[src/gaps_ram.sv]
// ----------------------------------------------------------------------------
// gaps_ram
// Simple dual-port RAM, one write and one registered read port.
// ----------------------------------------------------------------------------
module gaps_ram #(
  parameter int WIDTH = 8,
  parameter int DEPTH = 16,
  localparam int AW = $clog2(DEPTH)
) (
  input  logic             clk,
  input  logic             we,
  input  logic [AW-1:0]    waddr,
  input  logic [WIDTH-1:0] wdata,
  input  logic             re,
  input  logic [AW-1:0]    raddr,
  output logic [WIDTH-1:0] rdata
);

  logic [WIDTH-1:0] mem [DEPTH];

  always_ff @(posedge clk) begin
    if (we) begin
      mem[waddr] <= wdata;
    end
    if (re) begin
      rdata <= mem[raddr];
    end
  end

endmodule

[config.mk]
export PLATFORM = sky130hd
export DESIGN_NAME = gaps_ram
export DESIGN_NICKNAME = d
export VERILOG_FILES = /design/src/gaps_ram.sv
export SDC_FILE = /design/constraint.sdc
export NUM_CORES = 1
export LEC_CHECK = 0
export ABC_AREA = 1
export BUFFER_PORTS_ARGS = -buffer_cell sky130_fd_sc_hd__buf_2
export CORE_ASPECT_RATIO = 0.75
export CORE_MARGIN = 3
export CORE_UTILIZATION = 25
export CTS_CLUSTER_SIZE = 30
export DETAILED_ROUTE_END_ITERATION = 16
export MAX_ROUTING_LAYER = met4
export PLACE_DENSITY = 0.51
export SLEW_MARGIN = 0
export SYNTH_ARGS = -nofsm -noshare
export SYNTH_HDL_FRONTEND = slang
export SYNTH_SLANG_ARGS = --single-unit
[constraint.sdc]
create_clock -name clk -period 1.3 [get_ports clk]
set_input_delay 0.195 -clock clk [delete_from_list [all_inputs] [get_ports clk]]
set_output_delay 0.195 -clock clk [all_outputs]
set_load 0.1 [all_outputs]
======== Word-level counts from Yosys, hierarchy flattened ========
Memory sizes are Yosys's and may differ from the RTL's. A register that Yosys moved wholly into a read port is not among the register bits.
Cells that the tools add are included.
W data, S select, Z words.
cells by class
  mux-type cells .......................... 2
operators with widths
  kind     count
  $mux W1  2
word-level totals
  register bits ........................... 0
  RAM bits ................................ 128
  bits of input ports ..................... 19
  output and inout port bits .............. 8
  word-level logic and storage cells ...... 3
  memories kept ........................... 1
memories
  name  words  width  read ports  clocked after memory_dff  wr ports  RTL line  source
  mem   16     8      1           1                         1         19        logic [WIDTH-1:0] mem [DEPTH];

======== Longest topological paths before layout ========
Gate-level depths: netlist of run 1.
  depth in word-level cells ............... 2
  mapped depth ............................ 8
  gate-level depth less buffers ........... 7

======== Least setup slack after synthesis of run 1 ========
Ideal clock, no wire load.
  path type ............................... input-to-reg
  start ................................... input waddr[2]
  end ..................................... memory mem[10][0], enable pin
  library setup time ...................... 0.370 ns
  data arrival time ....................... 0.776 ns
  setup slack ............................. 0.154 ns
  stages .................................. 2
  path buffers ............................ 0
  path through ............................ nand3b_1 -> nor2_1
RTL lines
  item                RTL line  source
  start: declaration  12        input logic [AW-1:0] waddr,
  end: declaration    19
No word-level cell before the write port.

======== Worst setup path after layout of run 1 ========
  start ................................... register rdata[7] (read register of mem)
  end ..................................... output rdata[7]
RTL lines
  item                RTL line  source
  start: declaration  16        output logic [WIDTH-1:0] rdata
No word-level cell between the ends.

==> flow_metrics.tcl, run 1 <==
set metrics [dict create \
    cell_leakage_power_nw 3.04 \
    cts.path.max_buffers 2 \
    later_pin_clock_latency_in_the_skew_report_ns 0.41 \
    synth-seq-cells 136 \
    criticalPathCategory "register to output port" \
    grt_max_degree 48 \
    maxUsedRoutingLayer "met4" \
    clock-sinks 136 \
    netSwitchingFraction_pct 22.6 \
    worstHoldStart "re" \
    worst_path_max_delay_cell "sky130_fd_sc_hd__edfxtp_1" \
    cp.depth 1 \
    post_cts.resized_instances 0 \
    layout-area-overhead-vs-synth_pct 23.1 \
    die_w_um 183 \
    combinationalPowerShare_pct 8.0 \
    async_reset_ff_share_pct 0 \
    critical_path.endpoint_type "output port" \
    port_buffers 26 \
    finalSetupTns_ns -0.00369 \
    die-area_um2 25300 \
    seq_power_share_pct 47.1 \
    drc 0 \
    routed_wire_length_per_instance_um 15.7 \
    gpl.final_weighted_congestion 0.810 \
    grt.total_usage_pct 12.2 \
    num-nets-final 626 \
    finalClockSkew_ns 0.0162 \
    yosys.cell_count.top_type "sky130_fd_sc_hd__nand2_1" \
    final.hold.worst_slack_ns 0.180 \
    synth_top_area_share_pct 69.8 \
    regToRegStartpoint "mem[1][7]$_DFFE_PP_" \
    yosys-top-cells-count "173 x sky130_fd_sc_hd__nand2_1, 136 x sky130_fd_sc_hd__edfxtp_1, 100 x sky130_fd_sc_hd__inv_1" \
    drt.antenna.violating_nets 0 \
    cpLargestDelayFamily "flip-flops" \
    syn-instance-count 551 \
    via_per_inst 4.26 \
    holdBufCountCts 0 \
    cellPowerDensity_nw_per_um2 1470 \
    detailedRoute.firstIterationViolations 342 \
    finalHoldViolCount 0 \
    synth_unique_cells 11 \
    tightestPinTransition_ns 0.382 \
    wl_met3_um 736 \
    run_status "finished with violations" \
    grt_setup_unrepaired "true" \
    cts-root-buf "sky130_fd_sc_hd__clkbuf_16" \
    n_antenna_cell 0 \
    gr_overflow_total 0 \
    clock_power_share_pct 44.9 \
    m1WireLength_mm 7.59 \
    synth_fp_nets 570 \
    reg2reg_to "rdata[7]$_DFFE_PP_" \
    htree_levels 4 \
    yosysSeqAreaShare_pct 69.8 \
    synth.yosys.warnings 0 \
    timing.critical_path.slowest_cell_delay_ns 0.49 \
    holdPathEnd "rdata[2]$_DFFE_PP_" \
    cts_tree "built" \
    number_of_global_route_vias_before_repair 3887 \
    max-vdd-ir-drop_v 0.000733 \
    drive_above_1_share_pct 14.7 \
    crit_path_cell_trace "buf_12" \
    timing.slew.headroom_pct 74.5 \
    setup_viol 2 \
    netlist_top_cells_area "sky130_fd_sc_hd__edfxtp_1 70%, sky130_fd_sc_hd__nand2_1 11%, sky130_fd_sc_hd__nand3_1 8.3%" \
    hpwlAfterDp_mm 9.66 \
    crit_fanout 1 \
    count_of_fill_cells_added_during_filler_insertion 2257 \
    ys_dominant_reg_cell "sky130_fd_sc_hd__edfxtp_1" \
    hold-path-cell-count 1 \
    number_of_enable_flip_flop_cells_after_synthesis 136 \
    start_util_pct 26.0 \
    initial_antenna_violation_count 0 \
    worst_case_reg_to_reg_path_depth 6 \
    fp.dieH_um 138 \
    clkSlewWorstSetupHoldPaths_ns 0.06 \
    worstSetupStartpointType "register" \
    post_synthesis_instance_area_um2 5850 \
    ioPinCount 27 \
    crit_path_buffers_inverters 1 \
    synthesis.area_per_instance_um2 10.6 \
    cellInternalPower_w 0.00820 \
    layout_worst_path_cycle_share_pct 100 \
    wl_met2_mm 5.94 \
    timing.hold.worst.class "primary input to register" \
    route.vias.total 3893 \
    final_critical_path_setup_slack_ns -0.00305 \
    max-cap-violations 0 \
    cp.required_ns 1.11 \
    maxSlewViolCount 0 \
    timing.fmax_mhz 767 \
    cp_data_arrival_time_ns 1.11 \
    preCtsSetupSlack_ns -0.0595 \
    worst-r2r-setup-slack_ns 0.19 \
    post_cts_setup_repair_bufs 0 \
    wire_length_of_the_first_global_routing_pass_mm 22.7 \
    yosysTopAreaCell "sky130_fd_sc_hd__edfxtp_1" \
    fin_crit_period_ns 1.30 \
    finish.utilization_pct 32.0 \
    floorplan.rows 47 \
    fin_total_pwr_w 0.0106 \
    failed_checks "setup timing" \
    core-area_um2 22500 \
    drt_total_wl_mm 14.4 \
    switchingPower_w 0.00239 \
    firstDrtPassIters 5 \
    numCtsBuffers 17 \
]
==> cells in the final DEF (no fill, tap or decap), drive strengths merged <==
| master | count |
|---|---|
| edfxtp | 136 |
| clkinvlp | 5 |
| buf | 61 |
| clkinv | 6 |
| clkbuf | 18 |
| inv | 102 |
| nand3b | 2 |
| bufinv | 3 |
| nor2 | 17 |
| nand3 | 97 |
| nand2 | 173 |
==> worst register-to-register path, cell delays in order, from the launching register on <==
cell and delay (ns):
sky130_fd_sc_hd__edfxtp_1 0.36, sky130_fd_sc_hd__inv_1 0.07, sky130_fd_sc_hd__nand2_1 0.05, sky130_fd_sc_hd__nand3_1 0.08, sky130_fd_sc_hd__nand3_1 0.10, sky130_fd_sc_hd__nand3_1 0.12
sky130_fd_sc_hd__nand2_1 0.07
==> sequential cells by signal, indices dropped and copies added, names as in the netlist <==
| signal | flops |
|---|---|
| rdata | 8 |
| mem | 128 |
==> power groups by stage <==
stage / Clock [W] / Sequential, W / Combinational [W]
floorplan: 0 / 0.00521 / 0.000346
global placement: 0 / 0.00508 / 0.000852
detailed placement: 0 / 0.00508 / 0.000852
CTS: 0.00484 / 0.00499 / 0.000856
global route: 0.00505 / 0.00500 / 0.000930
finish: 0.00476 / 0.00499 / 0.000842
==> final cells by class <==
class	instances	area [um2]	area share, %
clock buffer	18	429	5.96
timing repair buffer	61	563	7.82
sequential	136	4080	56.7
multi-input combinational	289	1210	16.9
inverter	102	383	5.32
tap	294	368	5.11
clock inverter	14	158	2.19
==> worst max path at each step <==
| stage | from | end |
|---|---|---|
| floorplan | waddr[2] | mem[10][0]$_DFFE_PP_ |
| global placement | raddr[0] | rdata[7]$_DFFE_PP_ |
| detailed placement | raddr[0] | rdata[0]$_DFFE_PP_ |
| CTS | rdata[7]$_DFFE_PP_ | rdata[7] |
| global route | rdata[0]$_DFFE_PP_ | rdata[0] |
| finish | rdata[7]$_DFFE_PP_ | rdata[7] |
==> logic make-up (layout without fill, tap and decap cells) <==
family,count (synthesis),in the layout,share of synthesized area (%)
simple gates,289,289,20.8
flops,136,136,69.8
buf+inv,126,195,9.39
==> layer usage <==
metal  up-vias  GRT usage [%]
li1       1891              -
met1      1876           18.5
met2       118           16.4
met3         8           2.60
met4         0           3.13
met5         -              -
==> stage by stage <==
| stage | instances | area [um2] |
|---|---|---|
| 2_1_floorplan | 551 | 5850 |
| 3_3_place_gp | 882 | 6610 |
| 3_5_place_dp | 882 | 6610 |
| 4_1_cts | 914 | 7200 |
| 5_1_grt | 914 | 7200 |
| 6_report | 914 | 7200 |
Power figures use the tool's default switching activity.
==> run 2, diff against run 1 <==
Settings changed: ABC_AREA 1 to 0, BUFFER_PORTS_ARGS -buffer_cell sky130_fd_sc_hd__buf_2 to default, DONT_BUFFER_PORTS from default to 1, PLACE_DENSITY 0.51 to 0.5, TNS_END_PERCENT from default to 50.
==> run 2 against run 1 <==
The flow still finishes with violations (setup timing). Cell area decreased by 11%. Sequential share of layout area increased by 7.1 points. Non-clock buffer count decreased by 27. Register-to-register slack got worse by 0.31 ns. First-iteration DRC count decreased by 33%.
==> flow_metrics.tcl, run 2 <==
set metrics [dict create \
    run_status "finished with violations" \
    failed_checks "setup timing" \
    finalClockSkew_ns 0.00597 \
    core-area_um2 20400 \
    netlist_top_cells_area "sky130_fd_sc_hd__edfxtp_1 78%, sky130_fd_sc_hd__mux4_2 7.8%, sky130_fd_sc_hd__mux4_1 7.0%" \
    async_reset_ff_share_pct 0 \
    detailedRoute.firstIterationViolations 229 \
    fin_crit_period_ns 1.42 \
    grt.total_usage_pct 10.8 \
    number_of_enable_flip_flop_cells_after_synthesis 136 \
    die-area_um2 22700 \
    setup_viol 9 \
    syn-instance-count 229 \
    crit_path_cell_trace "mux4_2 -> a22oi_2 -> nand2_1" \
    synth_fp_nets 248 \
    timing.critical_path.slowest_cell_delay_ns 0.49 \
    synth_unique_cells 18 \
    worst_setup_path_startpoint "mem[3][5]$_DFFE_PP_" \
    ys_dominant_reg_cell "sky130_fd_sc_hd__edfxtp_1" \
    tightestPinTransition_ns 0.970 \
    final_common_cell "sky130_fd_sc_hd__edfxtp_1" \
    cell_leakage_power_nw 1.99 \
    port_buffers 0 \
    synthesis.area_per_instance_um2 22.8 \
    flip_flop_count_of_the_largest_register_after_layout 128 \
    synth_top_area_share_pct 78.1 \
    hpwlAfterDp_mm 7.29 \
    finalSetupTns_ns -0.554 \
    regToRegStartpoint "mem[3][5]$_DFFE_PP_" \
    criticalPathCategory "register to register" \
    gr_overflow_total 0 \
    timing.hold.worst.class "primary input to register" \
    yosysTopAreaCell "sky130_fd_sc_hd__edfxtp_1" \
    firstDrtPassIters 4 \
    critical_path.endpoint_type "register" \
    layout-area-overhead-vs-synth_pct 22.4 \
    count_of_fill_cells_added_during_filler_insertion 1953 \
    yosys-top-cells-count "136 x sky130_fd_sc_hd__edfxtp_1, 18 x sky130_fd_sc_hd__mux4_2, 16 x sky130_fd_sc_hd__a22oi_1" \
    fp.dieH_um 131 \
    later_pin_clock_latency_in_the_skew_report_ns 0.41 \
    cts.path.max_buffers 2 \
    drt.antenna.violating_nets 0 \
    floorplan.rows 45 \
    initial_antenna_violation_count 2 \
    grt_setup_unrepaired "true" \
    crit_fanout 1 \
    post-route-cell-area_um2 6400 \
    final.hold.worst_slack_ns 0.114 \
    drc 0 \
    clkSlewWorstSetupHoldPaths_ns 0.06 \
    timing.fmax_mhz 704 \
    worst-r2r-setup-slack_ns -0.12 \
    preCtsSetupSlack_ns -0.190 \
    maxSlewViolCount 0 \
    yosys.cell_count.top_type "sky130_fd_sc_hd__edfxtp_1" \
    gpl.final_weighted_congestion 0.704 \
    route.vias.total 2423 \
    finalHoldViolCount 0 \
    finish.utilization_pct 31.4 \
    worst_path_max_delay_cell "sky130_fd_sc_hd__mux4_2" \
    ioPinCount 27 \
    drive_above_1_share_pct 34.4 \
    grt_max_degree 33 \
    num-nets-final 291 \
    htree_levels 4 \
    via_per_inst 4.26 \
    crit_path_buffers_inverters 0 \
    cp.required_ns 1.46 \
    cts-root-buf "sky130_fd_sc_hd__clkbuf_16" \
    routed_wire_length_per_instance_um 19.9 \
    cp_data_arrival_time_ns 1.58 \
    die_w_um 173 \
    synth.yosys.warnings 0 \
    yosysSeqAreaShare_pct 78.1 \
    max-cap-violations 0 \
    max-vdd-ir-drop_v 0.00102 \
    cellPowerDensity_nw_per_um2 1540 \
    layout_worst_path_cycle_share_pct 109 \
    final_critical_path_setup_slack_ns -0.121 \
    synth-seq-cells 136 \
    largest_register "mem" \
    wire_length_of_the_first_global_routing_pass_mm 17.0 \
    cpLargestDelayFamily "multiplexers" \
    post_synthesis_instance_area_um2 5230 \
    seq_area_um2 4080 \
    number_of_global_route_vias_before_repair 2604 \
    numCtsBuffers 17 \
    cts_tree "built" \
    clock-sinks 136 \
    drt_total_wl_mm 11.3 \
    post_dp_cell_area_um2 5700 \
    multiInputGateArea_um2 1070 \
    start_util_pct 25.6 \
    timing.slew.headroom_pct 35.2 \
    worstSetupStartpointType "register" \
    biggestRegsByFlops "mem (128), rdata (8)" \
    worstHoldStart "waddr[1]" \
    commonest_non_fill_non_tap_cells_in_the_layout "136 x sky130_fd_sc_hd__edfxtp_1, 32 x sky130_fd_sc_hd__mux4_2, 17 x sky130_fd_sc_hd__clkbuf_16" \
]
==> run 2: repair_timing <==
item | CTS | global route
pin swaps | 1 | 0
endpoints found under the setup margin | 12 | 11
endpoints found under the hold margin | 136 | 0
hold buffers | 9 | 0
gates resized for setup | 10 | 6
setup buffers | 0 | 0
==> run 2: final timing paths <==
kind / depth (start not counted) / endpoint
setup / recovery: 3 / rdata[5]$_DFFE_PP_
hold / removal: 2 / mem[0][5]$_DFFE_PP_
setup reg to reg: 3 / rdata[5]$_DFFE_PP_
hold reg to reg: 3 / rdata[5]$_DFFE_PP_
==> run 2: report_power, final <==
part	total (W)	leakage, nW	internal [W]	switching (W)
Combinational	0.000590	0.508	0.000225	0.000365
Clock	0.00431	0.243	0.00258	0.00173
Sequential	0.00498	1.24	0.00494	0.0000343
Total	0.00988	1.99	0.00775	0.00213
==> run 2: cell families after synthesis <==
family                 after synthesis  synth area share [%]
muxes                               32                  14.8
and+or+nand+nor                     35                  3.14
AOI/OAI and AO/OA                   16                  2.30
DFF                                136                  78.1
buffers and inverters               10                  1.65
==> run 2: per-layer routing <==
layer  track usage, %  vias to the layer above  share of wire (%)
met1             14.6                     1293                 47
met2             14.9                       63                 44
met4             2.70                        0               0.87
li1                 -                     1058                  -
met3             4.74                        9                7.3
met5                -                        -                  0
==> run 2: cell type report <==
type	instances	share of cell area [%]
Antenna cell	2	0.0782
Clock buffer	17	6.65
Clock inverter	15	1.76
Multi-Input combinational cell	83	16.7
Sequential cell	136	63.8
Tap cell	282	5.51
Timing Repair Buffer	34	5.53
==> run 2: stage by stage <==
step | power [W] | std cells
floorplan | 0.00548 | 229
global placement | 0.00554 | 526
detailed placement | 0.00555 | 526
CTS | 0.00999 | 567
global route | 0.0102 | 569
finish | 0.00988 | 569
