### src/gaps_pkg.sv
// ----------------------------------------------------------------------------
// gaps_pkg
// Shared types, codes and constants of the grid A* path search block.
// ----------------------------------------------------------------------------
package gaps_pkg;

  localparam int DEF_MAX_WIDTH  = 64;
  localparam int DEF_MAX_HEIGHT = 64;

  localparam int CRD_W   = 7;
  localparam int SCRD_W  = CRD_W + 2;
  localparam int POS_W   = 6;
  localparam int COST_W  = 20;
  localparam int OCC_W   = 8;
  localparam int XC_W    = 7;
  localparam int MAP_W   = OCC_W + XC_W;
  localparam int EXP_W   = 16;
  localparam int PLEN_W  = 13;
  localparam int ROOT_W  = CRD_W + 1;

  localparam logic [CRD_W-1:0] DEF_DIM       = 7'd64;
  localparam logic [CRD_W-1:0] DEF_THRESHOLD = 7'd40;
  localparam logic [COST_W-1:0] COST_MAX     = '1;
  localparam logic [EXP_W-1:0] EXP_MAX       = '1;

  typedef enum logic [1:0] {
    CMD_LOAD   = 2'd0,
    CMD_SEARCH = 2'd1,
    CMD_READ   = 2'd2,
    CMD_NOP    = 2'd3
  } cmd_t;

  typedef enum logic [1:0] {
    REG_GRID_WIDTH  = 2'd0,
    REG_GRID_HEIGHT = 2'd1,
    REG_DIAGONAL    = 2'd2,
    REG_THRESHOLD   = 2'd3
  } reg_t;

  typedef enum logic [3:0] {
    S_IDLE,
    S_RDD,
    S_START,
    S_CLR,
    S_INIT,
    S_SCAN,
    S_PICK,
    S_NB,
    S_NBW,
    S_NBE,
    S_W1,
    S_W1W,
    S_W2,
    S_W2W,
    S_FIN
  } state_t;

  typedef struct packed {
    logic [COST_W-1:0] g;
    logic [COST_W-1:0] f;
    logic              open_m;
    logic              closed_m;
    logic [2:0]        dir;
  } node_t;

  localparam int NODE_W = $bits(node_t);

  localparam logic signed [1:0] DX [8] = '{2'sd0, 2'sd1, 2'sd0, -2'sd1,
                                           2'sd1, -2'sd1, 2'sd1, -2'sd1};
  localparam logic signed [1:0] DY [8] = '{2'sd1, 2'sd0, -2'sd1, 2'sd0,
                                           2'sd1, 2'sd1, -2'sd1, -2'sd1};

endpackage

### src/gaps_isqrt.sv
// ----------------------------------------------------------------------------
// gaps_isqrt
// Iterative floor square root of ax*ax + ay*ay, one result bit per cycle.
// ----------------------------------------------------------------------------
module gaps_isqrt (
  input  logic                        clk,
  input  logic                        rst,
  input  logic                        start,
  input  logic [gaps_pkg::CRD_W-1:0]  ax,
  input  logic [gaps_pkg::CRD_W-1:0]  ay,
  output logic                        busy,
  output logic [gaps_pkg::ROOT_W-1:0] root
);
  import gaps_pkg::*;

  localparam int VW = 2 * ROOT_W;
  localparam int CNT_W = $clog2(ROOT_W);

  logic [VW-1:0]    rem;
  logic [VW-1:0]    res;
  logic [VW-1:0]    one;
  logic [VW-1:0]    trial;
  logic [CNT_W-1:0] cnt;

  assign trial = res + one;
  assign root  = res[ROOT_W-1:0];

  always_ff @(posedge clk) begin
    if (rst) begin
      busy <= 1'b0;
      cnt  <= '0;
    end else if (start) begin
      busy <= 1'b1;
      cnt  <= '0;
    end else if (busy) begin
      cnt <= cnt + CNT_W'(1);
      if (cnt == CNT_W'(ROOT_W - 1)) begin
        busy <= 1'b0;
      end
    end
  end

  always_ff @(posedge clk) begin
    if (start) begin
      rem <= VW'(ax) * VW'(ax) + VW'(ay) * VW'(ay);
      res <= '0;
      one <= VW'(1) << (VW - 2);
    end else if (busy) begin
      if (rem >= trial) begin
        rem <= rem - trial;
        res <= (res >> 1) + one;
      end else begin
        res <= res >> 1;
      end
      one <= one >> 2;
    end
  end

endmodule
### config.mk
export PLATFORM = sky130hd
export DESIGN_NAME = gaps_isqrt
export DESIGN_NICKNAME = d
export VERILOG_FILES = /design/src/gaps_pkg.sv /design/src/gaps_isqrt.sv
export SDC_FILE = /design/constraint.sdc
export NUM_CORES = 1
export LEC_CHECK = 0
export BUFFER_PORTS_ARGS = -buffer_cell sky130_fd_sc_hd__buf_2
export CORE_ASPECT_RATIO = 0.9
export CORE_MARGIN = 1.5
export CORE_UTILIZATION = 40
export DETAILED_ROUTE_END_ITERATION = 10
export PLACE_DENSITY_LB_ADDON = 0.25
export SLEW_MARGIN = 20
export SYNTH_ARGS = -nofsm -noshare
export SYNTH_HDL_FRONTEND = slang
export SYNTH_SLANG_ARGS = --single-unit
### constraint.sdc
create_clock -name clk -period 5.1 [get_ports clk]
set_input_delay 0.255 -clock clk [delete_from_list [all_inputs] [get_ports clk]]
set_output_delay 0.255 -clock clk [all_outputs]
set_load 0.02 [all_outputs]
## After elaboration in Yosys (flattened, before gate mapping)

Cells that the tools add are included.

- Multiplexer cells: 7
- Shift-type cells: 0
- Bitwise logic cells: 0
- $lt $le $gt $ge: 1
- Multipliers: 2
- Reductions and logical operators: 4
- Div/mod/pow operators: 0
- Equality and inequality tests: 1
- $add $sub $neg: 5

Operators by type and width:

| cell | number |
|---|---|
| 16-bit two-way mux | 4 |
| 7-bit by 7-bit multiplier with 14-bit output | 2 |
| 15-bit by 15-bit adder with 16-bit output | 1 |
| 16-bit by 15-bit adder with 16-bit output | 1 |
| 16-bit >= comparator | 1 |
| 16-bit subtractor | 1 |
| 14-bit by 14-bit adder with 15-bit output | 1 |
| 2-bit nonzero test | 2 |
| 3-bit by 1-bit adder with 3-bit output (second input constant) | 1 |
| 3-bit equality test (second input constant) | 1 |
| 1-bit two-way mux | 3 |
| 2-bit AND reduction | 1 |
| 2-bit OR reduction | 1 |

- Output and inout port bits: 9
- Bits in writable memories: 0
- Memories kept: 0
- Memory bits (read-only): 0
- Register bits: 44
- Bits of input ports: 17
- Latch bits: 0

## Longest topological paths before layout

Gate-level depths: netlist (run 1).

- Depth after elaboration: 5
- Depth in mapped cells: 23
- Depth with buffers taken out: 22

## Worst setup path after synthesis (run 1)

No wires, ideal clock.

- Path type: input -> register
- From: input port ay[0] (netlist bit)
- To: register rem[14], data pin
- Slack: -0.479 ns
- Data arrival time: 5.311 ns
- Library setup time: 0.268 ns
- Buffers on the path: 1
- Cell stages on the path: 23
- Path through: clkbuf_1 -> nand2_1 -> xor2_1 -> ha_1 -> inv_1 -> fa_1 -> inv_1 -> fa_1 -> inv_1 -> fa_1 -> inv_1 -> fa_1 -> inv_1 -> fa_1 -> inv_1 -> ha_1 -> a21oi_1 -> nor2b_1 -> nor4_1 -> a21oi_1 -> a211oi_1 -> xnor2_1 -> mux2i_1

- Word-level cells in the longest chain between the ends: 3

Ends and longest elaborated chain:

| what | RTL line | text |
|---|---|---|
| start: declaration | gaps_isqrt.sv:10 | `input logic [gaps_pkg::CRD_W-1:0] ay,` |
| 7-bit by 7-bit multiplier with 14-bit output | gaps_isqrt.sv:45 | `rem <= VW'(ax) * VW'(ax) + VW'(ay) * VW'(ay);` |
| 14-bit by 14-bit adder with 15-bit output | gaps_isqrt.sv:45 |  |
| 16-bit two-way mux | gaps_isqrt.sv:44 | `if (start) begin` |
| end signal: assignment | gaps_isqrt.sv:45 |  |
| end signal: assignment | gaps_isqrt.sv:50 | `rem <= rem - trial;` |
| end: declaration | gaps_isqrt.sv:19 | `logic [VW-1:0] rem;` |

No other way between the ends.
A chain may end at the register's enable or synchronous reset.

## Worst setup path in the final report (run 1)

- From: input port ax[0] (netlist bit)
- To: register rem[14], data pin

- Word-level cells in the longest chain between the ends: 3

Ends and longest elaborated chain:

| what | RTL line | text |
|---|---|---|
| start: declaration | gaps_isqrt.sv:9 | `input logic [gaps_pkg::CRD_W-1:0] ax,` |
| 7-bit by 7-bit multiplier with 14-bit output | gaps_isqrt.sv:45 |  |
| 14-bit by 14-bit adder with 15-bit output | gaps_isqrt.sv:45 |  |
| 16-bit two-way mux | gaps_isqrt.sv:44 |  |

No other way between the ends.

==> results.md, run 1 <==
- Setup crit start: ax[0]
- Final Util: 48.8%
- CTS max path bufs: 2
- Worst Tran Pin Value: between 1 and 1.5 ns
- Layout Skew: 0.00366 ns
- Die width: 131 um
- Pre-Repair DR Iteration Count: 4
- Floorplan Core Area: 0.0142 mm^2
- Final min period: ~5.0 ns
- WS Path Type: in2reg
- Finished Cell Area: just under 0.007 mm^2
- Fin crit share: 97.6%
- Fraction of layout cells with a size suffix above 1: 16.8%
- Number of CTS-inserted buffers: 5
- Ys async rst share: 0%
- Net Count, Synth: approximately 800
- Final Hold Viols: 0
- Reg2reg end: rem[12]$_DFFE_PP_
- Global-route wire length before repair: ~22000 um
- Routed wire per std cell: 14.0 um
- Setup TNS: 0 ns
- Later-pin clock latency in the skew report: 0.28 ns
- CP startpoint kind: primary input
- GRT Overall Usage: 17.6%
- Site Rows: a little over 40
- Final net count: 879
- Max cap viols: 0
- Initial antenna violation count: 0
- Hpwl dp: 10400 um
- FF+latch count, synth: 44
- Die area: ~0.015 mm^2
- Maximum fanout along the worst path: 3
- Worst hold margin: 0.173 ns
- Vias in the first global route: ~4800
- N_diodes: 0
- Starting Density: 41.5%
- RSZ-0062 raised after global routing: true
- Routability Congestion: ~0.86
- Fmax: 201 MHz
- Status: finished clean
- Total gr overflow: 0
- Worst setup path endpoint: rem[14]$_DFFE_PP_
- Finished Layout Cells: 919
- Final setup fails: 0
- Iteration-0 DRC Markers: 268
- DRC viols: 0
- Die height: 118 um
- Yosys synthesis warning count: 0
- LEAKAGE: 0.00319 uW
- Clock sinks: 44
- CTS root buf: clkbuf_16
- Worst vdd ir: ~0.00041 V
- Power per Cell Area: 544 mW/mm^2
- Port Buf Inserts: 25
- Post-synth EDFFs: 16
- Element type at the critical path end: register
- Area Growth Syn to Fin: 17.5%
- Vias per inst: 5.18
- WP data required: roughly 5.1 ns
- Mapped Area: roughly 0.0059 mm^2
- Largest net degree at the start of global routing: 57
- R2R setup slack: 0.66 ns
- FF-to-FF Start: res[2]$_SDFFE_PP0P_
- Cells after DPL: ~910
- CTS tree: built
- Syn Inst Count: 669
- Max H-tree Level: 2
- Relative slew slack: 31.7%
- R2r worst-path depth: 14
- Synth cell types: 51
- Num ports: 26
- Final ANT Viol Nets: 0
- Seq/Total Area, Yosys: approximately 18%
- Post-Syn Area per Cell: 8.78 um^2
- CP Data Arrival Time: 4.98 ns
- Drt total wl: 12800 um
- Final Slew Violations: 0
- Via count: 4760
- Placed Area: 0.00650 mm^2
- Main flop type after synthesis: dfxtp_1
- Clock-pin slew on the worst setup and hold paths: about 0.060 ns
- Worst hold path type: in2reg
stage by stage:
stage	total power, uW	setup slack [ns]
after floorplan	2610	0.0119
after global placement	3180	-0.337
after detailed placement	3230	-0.402
after CTS	3610	0.0131
after global routing	4200	-0.0638
final	3750	0.121
kinds of logic (layout without fill, tap and decap cells):
family	count (synthesis)	count (layout)	share of synthesized area [%]
compound gates	130	130	14.2
xor+xnor	49	49	7.30
fa+ha+maj	137	137	35.6
buf+inv	109	166	7.62
flops	44	44	17.7
mux	20	20	3.43
simple gates	180	180	14.2
power breakdown:
| group | internal, uW | switching, uW |
|---|---|---|
| combinational | 1310 | 1520 |
| clock | 211 | 135 |
| sequential | 515 | 62.1 |
| total | 2030 | 1720 |
placed cells by master (no fill, tap or decap), types with 9 or more instances in the layout:
cell type,netlist,layout
ha_1,87,80
inv_1,84,74
nor2_1,60,58
buf_4,8,52
fa_1,50,49
nand2_1,53,47
dfxtp_1,28,28
a21oi_1,31,26
xnor2_1,26,26
o21ai_0,26,24
xor2_1,23,22
and2_1,22,21
mux2i_1,19,19
a31oi_1,17,17
edfxtp_1,16,16
buf_2,1,13
a21o_1,10,10
nor2b_1,9,9
inv_2,0,9
cell type report:
cell class,instances,area [um^2]
clock buffers,7,154
clock inverters,1,5.00
fillers,1343,7260
inverters,84,318
multi-input cells,516,4580
flip-flops and latches,44,1040
well taps,193,241
repair buffers,74,564
repair_timing:
item	CTS	global route
hold buffers	0	0
resized for setup	3	61
gates cloned	0	0
buffers inserted	0	3
pin swaps	8	25
setup endpoints to repair	2	37
synthesized netlist by cell type (10+ instances only):
master / number / area, um^2
nand2_1: 53 / 199
xor2_1: 23 / 201
a31oi_1: 17 / 106
fa_1: 50 / 1000
ha_1: 87 / 1090
xnor2_1: 26 / 228
a21o_1: 10 / 75.1
inv_1: 84 / 315
dfxtp_1: 28 / 561
mux2i_1: 19 / 190
nor2_1: 60 / 225
a21oi_1: 31 / 155
o21ai_0: 26 / 130
and2_1: 22 / 138
clkbuf_1: 15 / 56.3
edfxtp_1: 16 / 480
critical path, cell delays in order:
cell and delay, ns:
buf_6 0.10, nand2_4 0.05, fa_1 0.54, fa_1 0.45, fa_1 0.51, inv_2 0.04
fa_1 0.51, inv_2 0.04, fa_1 0.48, fa_1 0.51, inv_2 0.05, ha_4 0.22
a21oi_4 0.16, o21bai_1 0.11, nor4_1 0.26, buf_4 0.18, a21oi_4 0.04, a211oi_2 0.25
xnor2_1 0.14, mux2i_1 0.09
state kept, by name, indices dropped and copies added, names as in the netlist:
signal  cells
busy        1
cnt         3
one         8
rem        16
res        16
worst min path at each step:
stage / from / end / slack [ns] / depth (start not counted)
after global placement: rst / busy$_SDFF_PP0_ / 0.46 / 2
after detailed placement: rst / cnt[0]$_SDFFE_PP0P_ / 0.47 / 2
after floorplan: rst / busy$_SDFF_PP0_ / 0.33 / 1
after global routing: rst / cnt[0]$_SDFFE_PP0P_ / 0.17 / 2
after CTS: rst / cnt[0]$_SDFFE_PP0P_ / 0.17 / 2
final: rst / cnt[0]$_SDFFE_PP0P_ / 0.17 / 2
layer usage:
layer  vias to the layer above  GRT usage (%)  wire [um]
met5                         -              0          0
met4                         0           1.99         44
met3                         4           1.55        298
met2                        55           28.3       5940
met1                      2308           26.3       6570
li1                       2393              -          -
Note: power is estimated with default switching activity, not from simulation.
==> run 2, diff against run 1 <==
--- a/config.mk
+++ b/config.mk
@@ -10,7 +10,6 @@
 export CORE_MARGIN = 1.5
 export CORE_UTILIZATION = 40
 export DETAILED_ROUTE_END_ITERATION = 10
-export PLACE_DENSITY_LB_ADDON = 0.25
 export SLEW_MARGIN = 20
 export SYNTH_ARGS = -nofsm -noshare
 export SYNTH_HDL_FRONTEND = slang
==> run 2 against run 1 <==
Compared with the run above:
- die area stayed put
- core utilization shrank 0.51 points
- flip-flop and latch count is the same
- hold slack lost 0.0012 ns
- cell area shrank 1.1%
- combinational power fell by 3%
- critical path depth is 2 higher
- setup slack better by 0.0090 ns
- clock-buffer cell count stayed put
- routed wire length decreased by 2.3%
- critical path type unchanged
- critical endpoint unchanged
- highest routed layer unchanged
==> results.md, run 2 (same netlist as run 1, synthesis figures left out) <==
- Max cap viols: 0
- Worst path bufs/invs: 7
- Clock sinks: 44
- Floorplan Core Area: 0.0142 mm^2
- Final Hold Viols: 0
- Via count: around 4800
- Largest net degree at the start of global routing: 57
- Die area: 0.0154 mm^2
- LEAKAGE: 0.00316 uW
- Routed wire per std cell: 13.7 um
- Hpwl dp: 10300 um
- Vias per inst: around 5.2
- Vias in the first global route: 4737
- Final min period: 4.97 ns
- Commonest non-fill, non-tap cell in the layout: ha_1
- Worst Tran Pin Value: 1.03 ns
- Fraction of layout cells with a size suffix above 1: 15.5%
- CTS root buf: clkbuf_16
- Fmax: ~200 MHz
- Worst hold path type: in2reg
- Post-CTS setup buffer count: 0
- Max H-tree Level: 2
- Num ports: 26
- Site Rows: 41
- Die height: 118 um
- Power per Cell Area: 540 mW/mm^2
- Fin crit share: between 90% and 100%
- RSZ-0062 raised after global routing: true
- CP Data Arrival Time: between 4 and 5 ns
- Element type at the critical path end: register
- Maximum fanout along the worst path: 5
- Routability Congestion: between 0.8 and 0.9
- Relative slew slack: 31.0%
- Finished Layout Cells: 916
- Worst vdd ir: 0.000339 V
- WS Path Type: in2reg
- CTS max path bufs: 2
- Pre-Repair DR Iteration Count: 4
- Area Growth Syn to Fin: 16.2%
- CTS tree: built
- GRT Overall Usage: 17.5%
- Number of CTS-inserted buffers: 5
- Crit-path cells: buf_6, nand2_2, fa_1, fa_1, inv_2, fa_1, inv_2, fa_1, inv_1, fa_1, inv_1, fa_1, inv_2, ha_4, nand3_1, o21bai_1, nor4_1, buf_4, a21oi_2, a211oi_2, xnor2_1, mux2i_1
- DRC viols: 0
- Total gr overflow: 0
- Final setup fails: 0
- Initial antenna violation count: 0
- CP delay by family, top: adder cells
- Later-pin clock latency in the skew report: approximately 0.29 ns
- Commonest non-fill, non-tap cells in the layout: 81 x ha_1, 76 x inv_1, 58 x nor2_1
- Die width: 131 um
- # hold bufs at CTS: 0
- Global-route wire length before repair: roughly 22000 um
- Final ANT Viol Nets: 0
- Iteration-0 DRC Markers: around 280
- Layout Skew: 0.00563 ns
- Port Buf Inserts: 25
- Slowest stage cell, crit path: fa_1
- CP startpoint kind: primary input
- Final Slew Violations: 0
- Crit-path most repeated cell: fa_1
- Status: finished clean
- Final net count: 876
- Starting Density: 41.5%
- WP data required: 5.10 ns
- Clock-pin slew on the worst setup and hold paths: 0.06 ns
- Worst path max stage delay: 0.54 ns
- Setup TNS: 0 ns
- N_diodes: 0
- Top Registers: rem (16), res (16), one (8)
- Drt total wl: 12600 um
- Cells after DPL: 908
-- run 2: worst paths after layout --
| kind | startpoint | endpoint | slack [ns] | depth (start not counted) |
|---|---|---|---|---|
| max | ax[1] | rem[14]$_DFFE_PP_ | 0.13 | 22 |
| min | rst | cnt[0]$_SDFFE_PP0P_ | 0.17 | 2 |
| max reg2reg | res[2]$_SDFFE_PP0P_ | rem[14]$_DFFE_PP_ | 0.51 | 14 |
| min reg2reg | res[0]$_SDFFE_PP0P_ | res[0]$_SDFFE_PP0P_ | 0.50 | 2 |
-- run 2: cell type report --
class | count | area (um^2)
fill | 1365 | 7330
multi-input combinational | 516 | 4530
sequential | 44 | 1040
timing repair buffer | 71 | 520
inverter | 84 | 320
tap | 193 | 241
clock buffer | 7 | 164
clock inverter | 1 | 8.76
-- run 2: per-layer routing --
layer | global-route usage, % | part of all wire, % | vias up
li1 | - | - | 2389
met1 | 26.4 | 50 | 2311
met2 | 27.6 | 45 | 69
met3 | 1.55 | 4.1 | 6
met4 | 2.47 | 0.50 | 0
met5 | 0 | 0 | -
-- run 2: metrics by stage --
stage	util, %	power, uW	hold slack (ns)	area, um^2	worst slack, ns
5_1_grt	48.2	4130	0.171	6830	-0.104
6_report	48.2	3690	0.172	6830	0.130
2_1_floorplan	-	2610	0.327	5970	0.0119
4_1_cts	47.3	3630	0.169	6690	0.0115
3_5_place_dp	45.9	3230	0.472	6500	-0.423
3_3_place_gp	45.9	3180	0.463	6500	-0.337
-- run 2: timing repair --
item                       in CTS  in global routing
setup endpoints to repair       2                  7
resized for setup               5                 41
pin swaps                       7                 22
-- run 2: report_power, final --
group / total, uW / switching [uW] / internal [uW]
clock: 366 / 141 / 226
sequential: 574 / 59.6 / 515
combinational: 2750 / 1470 / 1280
